--- config.mk ---
export PLATFORM = sky130hd
export DESIGN_NAME = login_name_line_editor_unit
export DESIGN_NICKNAME = d
export VERILOG_FILES = /design/src/hw/rtl/lnle_pkg.sv /design/src/hw/rtl/login_name_line_editor_unit.sv /design/src/hw/rtl/lnle_cell.sv
export SDC_FILE = /design/constraint.sdc
export NUM_CORES = 1
export LEC_CHECK = 0
export BUFFER_PORTS_ARGS = -buffer_cell sky130_fd_sc_hd__clkbuf_2
export CORE_MARGIN = 4
export CORE_UTILIZATION = 40
export DETAILED_ROUTE_END_ITERATION = 8
export PLACE_DENSITY = 0.57
export SLEW_MARGIN = 20
export SYNTH_ARGS = -nofsm -noshare
export SYNTH_HDL_FRONTEND = slang
export SYNTH_HIERARCHICAL = 1
export SYNTH_SLANG_ARGS = --single-unit
--- constraint.sdc ---
create_clock -name clock -period 45.4 [get_ports clock]
set_input_delay 9.08 -clock clock [delete_from_list [all_inputs] [get_ports clock]]
set_output_delay 9.08 -clock clock [all_outputs]
set_load 0.005 [all_outputs]
--- src/hw/rtl/lnle_pkg.sv ---
package lnle_pkg;

   localparam int MAX_NAME_CHARS = 50;

   localparam int CHAR_W    = 7;
   localparam int CSR_IDX_W = 2;

   localparam logic [CHAR_W-1:0] CH_NUL     = 7'h00;
   localparam logic [CHAR_W-1:0] CH_TAB     = 7'h09;
   localparam logic [CHAR_W-1:0] CH_LF      = 7'h0A;
   localparam logic [CHAR_W-1:0] CH_FF      = 7'h0C;
   localparam logic [CHAR_W-1:0] CH_CR      = 7'h0D;
   localparam logic [CHAR_W-1:0] CH_SPACE   = 7'h20;
   localparam logic [CHAR_W-1:0] CH_UPPER_A = 7'h41;
   localparam logic [CHAR_W-1:0] CH_UPPER_Z = 7'h5A;
   localparam logic [CHAR_W-1:0] CH_LOWER_A = 7'h61;
   localparam logic [CHAR_W-1:0] CH_LOWER_Z = 7'h7A;
   localparam logic [CHAR_W-1:0] CASE_DELTA = 7'h20;

   localparam logic [CHAR_W-1:0] INTR_RESET  = 7'd127;
   localparam logic [CHAR_W-1:0] EOF_RESET   = 7'd4;
   localparam logic [CHAR_W-1:0] KILL_RESET  = 7'd21;
   localparam logic [CHAR_W-1:0] ERASE_RESET = 7'd8;

   localparam logic [CSR_IDX_W-1:0] CSR_INTR  = 2'd0;
   localparam logic [CSR_IDX_W-1:0] CSR_EOF   = 2'd1;
   localparam logic [CSR_IDX_W-1:0] CSR_KILL  = 2'd2;
   localparam logic [CSR_IDX_W-1:0] CSR_ERASE = 2'd3;

   localparam logic OP_CHAR = 1'b0;
   localparam logic OP_INTR = 1'b1;

   typedef enum logic [1:0] {
      KIND_ECHO   = 2'd0,
      KIND_PROMPT = 2'd1,
      KIND_NAME   = 2'd2,
      KIND_SPEED  = 2'd3
   } kind_type;

   typedef enum logic [1:0] {
      ST_IDLE,
      ST_KILL_LF,
      ST_PROMPT,
      ST_NAME
   } state_type;

   typedef struct packed {
      logic       op;
      logic [7:0] char_in;
   } req_type;

   typedef struct packed {
      kind_type          kind;
      logic [CHAR_W-1:0] out_char;
      logic              lowercase_mode;
      logic              cr_mode;
      logic              last;
   } rsp_type;

   typedef struct packed {
      logic              clear;
      logic              shift;
      logic              push;
      logic              pop;
      logic [CHAR_W-1:0] push_char;
   } cell_ctl_type;

endpackage

--- src/hw/rtl/login_name_line_editor_unit.sv ---
// login name line editor
// req channel: one request per received byte (op = 0) or interrupt event (op = 1).
// rsp channel: echo, prompt-again, name and next-speed results; last marks the end
// of the results caused by one request.
// csr port: intr, eof, kill and erase characters, written with csr_we.
// the name sits in a row of MAX_NAME_CHARS cells, filled in order; a completed name
// is shifted out of cell 0, one character per cycle while rsp is not stalled.
// the first result of a request is registered: on rsp in the cycle after acceptance.
// a request with no or one result does not hold the block; a request with several
// results holds it until its last result is made, and a full name gives
// MAX_NAME_CHARS + 1 results; the next request is taken when the previous run has
// left the output register or is being taken from it.
// a stalled rsp holds its result and pauses the run; req_ready stays low meanwhile.
// reset: synchronous; clears the name, case flags, pending interrupt and output,
// and loads the default control characters.
module login_name_line_editor_unit #(
   parameter int MAX_NAME_CHARS = lnle_pkg::MAX_NAME_CHARS
) (
   input  logic                           clock,
   input  logic                           reset,
   input  logic                           req_valid,
   output logic                           req_ready,
   input  lnle_pkg::req_type              req_data,
   output logic                           rsp_valid,
   input  logic                           rsp_ready,
   output lnle_pkg::rsp_type              rsp_data,
   input  logic                           csr_we,
   input  logic [lnle_pkg::CSR_IDX_W-1:0] csr_index,
   input  logic [lnle_pkg::CHAR_W-1:0]    csr_wdata
);

   logic [lnle_pkg::CHAR_W-1:0] intr_ff;
   logic [lnle_pkg::CHAR_W-1:0] eof_ff;
   logic [lnle_pkg::CHAR_W-1:0] kill_ff;
   logic [lnle_pkg::CHAR_W-1:0] erase_ff;

   lnle_pkg::state_type state_ff;
   lnle_pkg::state_type state_in;
   logic                rsp_valid_ff;
   logic                rsp_valid_in;
   lnle_pkg::rsp_type   rsp_data_ff;
   lnle_pkg::rsp_type   rsp_data_in;
   logic                upper_ff;
   logic                upper_in;
   logic                lower_ff;
   logic                lower_in;
   logic                pend_ff;
   logic                pend_in;
   logic                fold_ff;
   logic                fold_in;
   logic                crm_ff;
   logic                crm_in;

   lnle_pkg::cell_ctl_type      ctl;
   logic                        occ      [MAX_NAME_CHARS];
   logic                        occ_prev [MAX_NAME_CHARS];
   logic                        occ_next [MAX_NAME_CHARS];
   logic [lnle_pkg::CHAR_W-1:0] chr      [MAX_NAME_CHARS];
   logic [lnle_pkg::CHAR_W-1:0] chr_next [MAX_NAME_CHARS];

   logic                        slot_free;
   logic                        req_fire;
   logic [lnle_pkg::CHAR_W-1:0] c;
   logic                        is_empty;
   logic                        is_speed;
   logic                        is_blank;
   logic [lnle_pkg::CHAR_W-1:0] head_char;
   logic                        head_last;

   genvar g;
   generate
      for (g = 0; g < MAX_NAME_CHARS; g++) begin : g_cell
         if (g == 0) begin : g_first
            assign occ_prev[g] = 1'b1;
         end else begin : g_mid
            assign occ_prev[g] = occ[g-1];
         end
         if (g == MAX_NAME_CHARS - 1) begin : g_end
            assign occ_next[g] = 1'b0;
            assign chr_next[g] = '0;
         end else begin : g_inner
            assign occ_next[g] = occ[g+1];
            assign chr_next[g] = chr[g+1];
         end
         lnle_cell u_cell (
            .clock     (clock),
            .reset     (reset),
            .ctl       (ctl),
            .prev_occ  (occ_prev[g]),
            .next_occ  (occ_next[g]),
            .next_char (chr_next[g]),
            .occ       (occ[g]),
            .char_out  (chr[g])
         );
      end
   endgenerate

   assign slot_free = !rsp_valid_ff || rsp_ready;
   assign req_ready = (state_ff == lnle_pkg::ST_IDLE) && slot_free;
   assign req_fire  = req_valid && req_ready;
   assign c         = req_data.char_in[lnle_pkg::CHAR_W-1:0];
   assign is_empty  = !occ[0];
   assign is_speed  = (c == lnle_pkg::CH_NUL) || (c == intr_ff) || pend_ff ||
                      (is_empty && (c == eof_ff));
   assign is_blank  = (c == lnle_pkg::CH_SPACE) || (c == lnle_pkg::CH_TAB) ||
                      (c == lnle_pkg::CH_FF);
   assign head_last = !occ_next[0];

   always_comb begin
      head_char = chr[0];
      if (fold_ff && (head_char inside {[lnle_pkg::CH_UPPER_A:lnle_pkg::CH_UPPER_Z]})) begin
         head_char = head_char + lnle_pkg::CASE_DELTA;
      end
   end

   always_comb begin
      state_in     = state_ff;
      rsp_valid_in = rsp_valid_ff && !rsp_ready;
      rsp_data_in  = rsp_data_ff;
      upper_in     = upper_ff;
      lower_in     = lower_ff;
      pend_in      = pend_ff;
      fold_in      = fold_ff;
      crm_in       = crm_ff;
      ctl          = '0;
      ctl.push_char = c;

      case (state_ff)
         lnle_pkg::ST_IDLE: begin
            if (req_fire) begin
               if (req_data.op == lnle_pkg::OP_INTR) begin
                  pend_in = 1'b1;
               end else if (is_speed) begin
                  ctl.clear    = 1'b1;
                  upper_in     = 1'b0;
                  lower_in     = 1'b0;
                  pend_in      = 1'b0;
                  rsp_valid_in = 1'b1;
                  rsp_data_in  = '{lnle_pkg::KIND_SPEED, '0, 1'b0, 1'b0, 1'b1};
               end else if (is_blank) begin
                  // skipped
               end else if (c == kill_ff) begin
                  ctl.clear    = 1'b1;
                  upper_in     = 1'b0;
                  lower_in     = 1'b0;
                  pend_in      = 1'b0;
                  rsp_valid_in = 1'b1;
                  rsp_data_in  = '{lnle_pkg::KIND_ECHO, lnle_pkg::CH_CR, 1'b0, 1'b0, 1'b0};
                  state_in     = lnle_pkg::ST_KILL_LF;
               end else if (c == erase_ff) begin
                  ctl.pop = 1'b1;
               end else if ((c == lnle_pkg::CH_LF) || (c == lnle_pkg::CH_CR)) begin
                  rsp_valid_in = 1'b1;
                  rsp_data_in  = '{lnle_pkg::KIND_ECHO,
                                   (c == lnle_pkg::CH_CR) ? lnle_pkg::CH_LF : lnle_pkg::CH_CR,
                                   1'b0, 1'b0, 1'b0};
                  fold_in  = upper_ff && !lower_ff;
                  crm_in   = (c == lnle_pkg::CH_CR);
                  upper_in = 1'b0;
                  lower_in = 1'b0;
                  pend_in  = 1'b0;
                  state_in = is_empty ? lnle_pkg::ST_PROMPT : lnle_pkg::ST_NAME;
               end else begin
                  if (c inside {[lnle_pkg::CH_UPPER_A:lnle_pkg::CH_UPPER_Z]}) begin
                     upper_in = 1'b1;
                  end else if (c inside {[lnle_pkg::CH_LOWER_A:lnle_pkg::CH_LOWER_Z]}) begin
                     lower_in = 1'b1;
                  end
                  ctl.push = 1'b1;
               end
            end
         end
         lnle_pkg::ST_KILL_LF: begin
            if (slot_free) begin
               rsp_valid_in = 1'b1;
               rsp_data_in  = '{lnle_pkg::KIND_ECHO, lnle_pkg::CH_LF, 1'b0, 1'b0, 1'b1};
               state_in     = lnle_pkg::ST_IDLE;
            end
         end
         lnle_pkg::ST_PROMPT: begin
            if (slot_free) begin
               rsp_valid_in = 1'b1;
               rsp_data_in  = '{lnle_pkg::KIND_PROMPT, '0, 1'b0, 1'b0, 1'b1};
               state_in     = lnle_pkg::ST_IDLE;
            end
         end
         lnle_pkg::ST_NAME: begin
            if (slot_free) begin
               ctl.shift    = 1'b1;
               rsp_valid_in = 1'b1;
               rsp_data_in  = '{lnle_pkg::KIND_NAME, head_char,
                                head_last && fold_ff, head_last && crm_ff, head_last};
               if (head_last) begin
                  state_in = lnle_pkg::ST_IDLE;
               end
            end
         end
         default: begin
            state_in = lnle_pkg::ST_IDLE;
         end
      endcase
   end

   always_ff @(posedge clock) begin
      if (reset) begin
         state_ff     <= lnle_pkg::ST_IDLE;
         rsp_valid_ff <= 1'b0;
         upper_ff     <= 1'b0;
         lower_ff     <= 1'b0;
         pend_ff      <= 1'b0;
         fold_ff      <= 1'b0;
         crm_ff       <= 1'b0;
      end else begin
         state_ff     <= state_in;
         rsp_valid_ff <= rsp_valid_in;
         upper_ff     <= upper_in;
         lower_ff     <= lower_in;
         pend_ff      <= pend_in;
         fold_ff      <= fold_in;
         crm_ff       <= crm_in;
      end
   end

   always_ff @(posedge clock) begin
      rsp_data_ff <= rsp_data_in;
   end

   always_ff @(posedge clock) begin
      if (reset) begin
         intr_ff  <= lnle_pkg::INTR_RESET;
         eof_ff   <= lnle_pkg::EOF_RESET;
         kill_ff  <= lnle_pkg::KILL_RESET;
         erase_ff <= lnle_pkg::ERASE_RESET;
      end else if (csr_we) begin
         case (csr_index)
            lnle_pkg::CSR_INTR:  intr_ff  <= csr_wdata;
            lnle_pkg::CSR_EOF:   eof_ff   <= csr_wdata;
            lnle_pkg::CSR_KILL:  kill_ff  <= csr_wdata;
            lnle_pkg::CSR_ERASE: erase_ff <= csr_wdata;
            default: begin
            end
         endcase
      end
   end

   assign rsp_valid = rsp_valid_ff;
   assign rsp_data  = rsp_data_ff;

endmodule

--- src/hw/rtl/lnle_cell.sv ---
module lnle_cell (
   input  logic                        clock,
   input  logic                        reset,
   input  lnle_pkg::cell_ctl_type      ctl,
   input  logic                        prev_occ,
   input  logic                        next_occ,
   input  logic [lnle_pkg::CHAR_W-1:0] next_char,
   output logic                        occ,
   output logic [lnle_pkg::CHAR_W-1:0] char_out
);

   logic                        occ_ff;
   logic                        occ_in;
   logic [lnle_pkg::CHAR_W-1:0] char_ff;
   logic [lnle_pkg::CHAR_W-1:0] char_in;

   always_comb begin
      occ_in  = occ_ff;
      char_in = char_ff;
      if (ctl.clear) begin
         occ_in = 1'b0;
      end else if (ctl.shift) begin
         occ_in  = next_occ;
         char_in = next_char;
      end else if (ctl.push) begin
         // first free cell takes the new character
         if (prev_occ && !occ_ff) begin
            occ_in  = 1'b1;
            char_in = ctl.push_char;
         end
      end else if (ctl.pop) begin
         // last occupied cell lets go
         if (occ_ff && !next_occ) begin
            occ_in = 1'b0;
         end
      end
   end

   always_ff @(posedge clock) begin
      if (reset) begin
         occ_ff <= 1'b0;
      end else begin
         occ_ff <= occ_in;
      end
   end

   always_ff @(posedge clock) begin
      char_ff <= char_in;
   end

   assign occ      = occ_ff;
   assign char_out = char_ff;

endmodule

==> impl_metrics.yaml <==
sta:
  skew_ps: 22.8
  slew_viol_final: 0
  setup_viol: 0
  finalCritPeriodShare: 0.412
  tns_ps: 0
  finalHoldViolCount: 0
  slew_headroom: 0.295
  rsz0062_at_grt: "no"
  fin_crit_ps: 18690
  worst_pin_slew_ps: 1060
  max_freq_ghz: 0.0535
setup_path:
  arrival_ps: 9610
  ff2ff_setup_slack_ps: 39070
  max_stage_delay_ps: 180
  crit_path_end_kind: "output pin"
  crit_slowest_cell: "nand2b_1"
  path_common_cell: "clkbuf_2"
  cp.required_ps: 36320
  critPathBufInv: 2
  path_delay_family: "simple AND/OR/NAND/NOR gates"
  critical_path_class: "input pin to output pin"
  start_kind: "input pin"
  cp_max_fo: 4
  cp_cell_sequence: "clkbuf_2 > nand2b_1 > and2_1 > clkbuf_2"
global_route:
  grt_overflow: 0
  grt_pass1_wl_mm: 64.6
  grt_pass1_vias: 11794
  grt_max_degree: 196
  antenna_found_initial: 1
  grtUsageTotal: 0.137
power_and_ir_drop:
  p_seq_frac: 0.492
  ir_drop_uv: 25.9
  p_per_area_mw_per_mm2: 39.0
  share_clk_of_total_power: 0.438
  intPower_mw: 0.721
  p_sw_frac: 0.221
  switchingPower_mw: 0.204
  combPwrFrac: 0.069
  p_leak_nw: 7.75
clocking:
  numCtsBuffers: 49
  cts.sinks: 448
  clk_latency_ps: 580
  hold_buffers: 0
  cts_setup_buffers: 0
  clockRootBuffer: "clkbuf_16"
  path_clk_slew_ps: 60
  clockBufferDepth: 3
  htree_levels: 2
  cts_resized: 0
  tritoncts: "built"
synth:
  async_flop_share: 0
  synth_area_per_cell_sq_um: 14.4
  syn_area_sq_mm: 0.0215
  yosys.cell_types.count: 58
  synthCells: 1487
  synth-seq-cells: 448
  synth-seq-area-share: 0.587
  ys.flop_type: "edfxtp_1"
  synth_edf_count: 362
  ys_warn_count: 6
flow_run:
  max_cap_viol_count: 0
detailed_routing:
  postRouteAntennaNets: 0
  drt_iter0_drc: 746
  dr_wl_met3_mm: 1.39
  drc: 0
  top_layer: "met4"
  route.final.wire_length_mm: 39.3
  wl_met2_mm: 17.7
  via_per_inst: 5.24
  routedWlPerCell_microns: 17.4
  met1_length_mm: 19.3
  via_count: 11853
  dr.pass1.iters: 7
placement:
  dpl.hpwl_mm: 21.4
  gp_congestion: 0.746
  portBuffers: 35
final_layout:
  antenna_cells: 0
  area_growth_pct: 10.5
  layout-drive-gt1-share: 0.382
  layout.nets: 1565
  fillCellCount: 4698
  utilization: 0.449
floorplanning:
  design.die.area_sq_mm: 0.0574
  start_util: 0.406
  pin_count: 37
  die_w_microns: 240
  die_y_microns: 240
  rows: 84
  core_sq_mm: 0.0529
run_status:
  status: "finished clean"
min_path:
  holdCritPathClass: "flip-flop to flip-flop"
-- final timing paths --
check | startpoint | endpoint | cells after the start
max | rsp_ready | req_ready | 4
min | lower_ff | lower_ff | 2
max reg2reg | state_ff[1] | g_cell[43].u_cell/char_out[0] | 8
min reg2reg | lower_ff | lower_ff | 2
-- final cells by class --
cell class                      instances  area [sq um]  area share
Sequential cell                       448         12600       0.531
Multi-Input combinational cell        874          7860       0.332
Clock buffer                           55          1280      0.0540
Tap cell                              688           861      0.0363
Inverter                              107           402      0.0169
Clock inverter                         33           367      0.0155
Timing Repair Buffer                   55           353      0.0149
-- worst register-to-register path, delay by kind of cell, from the launching register on --
family | cells | cell delay (ps)
buf+inv | 4 | 3740
fa+ha+maj | 1 | 370
flops | 1 | 420
compound gates | 1 | 130
simple gates | 2 | 1300
-- power by group through the flow --
stage	Combinational, mW	Clock [mW]	Sequential, mW
floorplan	0.0512	0	0.464
global placement	0.0641	0	0.464
detailed placement	0.0648	0	0.465
CTS	0.0655	0.420	0.456
global route	0.0717	0.437	0.456
finish	0.0642	0.405	0.456
-- routing by layer --
metal  up-vias  GRT usage
met5         -          0
met4         0     0.0442
met3        60     0.0208
met2       167      0.214
met1      5881      0.196
li1       5745          -
-- Yosys cell counts (15+ instances only) --
cell | count | share of area
a31oi_1 | 53 | 0.015
mux2_2 | 350 | 0.18
inv_1 | 107 | 0.019
buf_6 | 53 | 0.028
nor3_2 | 50 | 0.023
nand2_1 | 23 | 0.0040
dfxtp_1 | 86 | 0.080
xor2_1 | 15 | 0.0061
a21oi_1 | 58 | 0.014
nor2_1 | 81 | 0.014
mux2i_1 | 31 | 0.014
o21a_1 | 54 | 0.019
a211oi_2 | 51 | 0.030
edfxtp_1 | 362 | 0.51
-- stage by stage --
step	cells	cell area [sq um]	worst slack (ps)	power, mW	hold slack [ps]
finish	2260	23700	26710	0.925	478
global placement	2172	22100	26690	0.528	459
CTS	2260	23700	26700	0.942	470
detailed placement	2172	22100	26700	0.529	461
floorplan	1495	21500	20560	0.516	445
global route	2260	23700	26670	0.965	510
-- layout by cell type (no fill, tap or decap), types with 6 or more instances in the layout --
master and instances:
a211oi_2 51, inv_1 107, mux2_2 350, nand2_1 23, a31oi_1 53, clkbuf_16 50
nor2_1 81, clkinv_1 6, buf_4 19, xnor2_1 11, bufinv_16 7, clkinv_2 12
a21oi_1 58, edfxtp_1 362, clkbuf_2 34, ha_1 7, xor2_1 15, o21a_1 54
conb_1 10, mux2i_1 31, nor3_2 51, dfxtp_1 86
-- flip-flops by register name, indices dropped and copies added (netlist names) --
signal / flops
eof_ff: 7
rsp_data: 12
upper_ff: 1
pend_ff: 1
lower_ff: 1
kill_ff: 7
intr_ff: 7
crm_ff: 1
g_cell.u_cell/char_out: 350
state_ff: 2
g_cell.u_cell/occ: 50
rsp_valid: 1
erase_ff: 7
fold_ff: 1
-- cell families after synthesis --
logic type	Yosys count	share of synthesized area
compound gates	238	0.0870
xor+xnor	29	0.0129
fa+ha+maj	7	0.00408
buf+inv	173	0.0495
flops	448	0.587
mux	381	0.198
other cells	2	0.000350
simple gates	209	0.0613
Note: power is estimated with default switching activity, not from simulation.
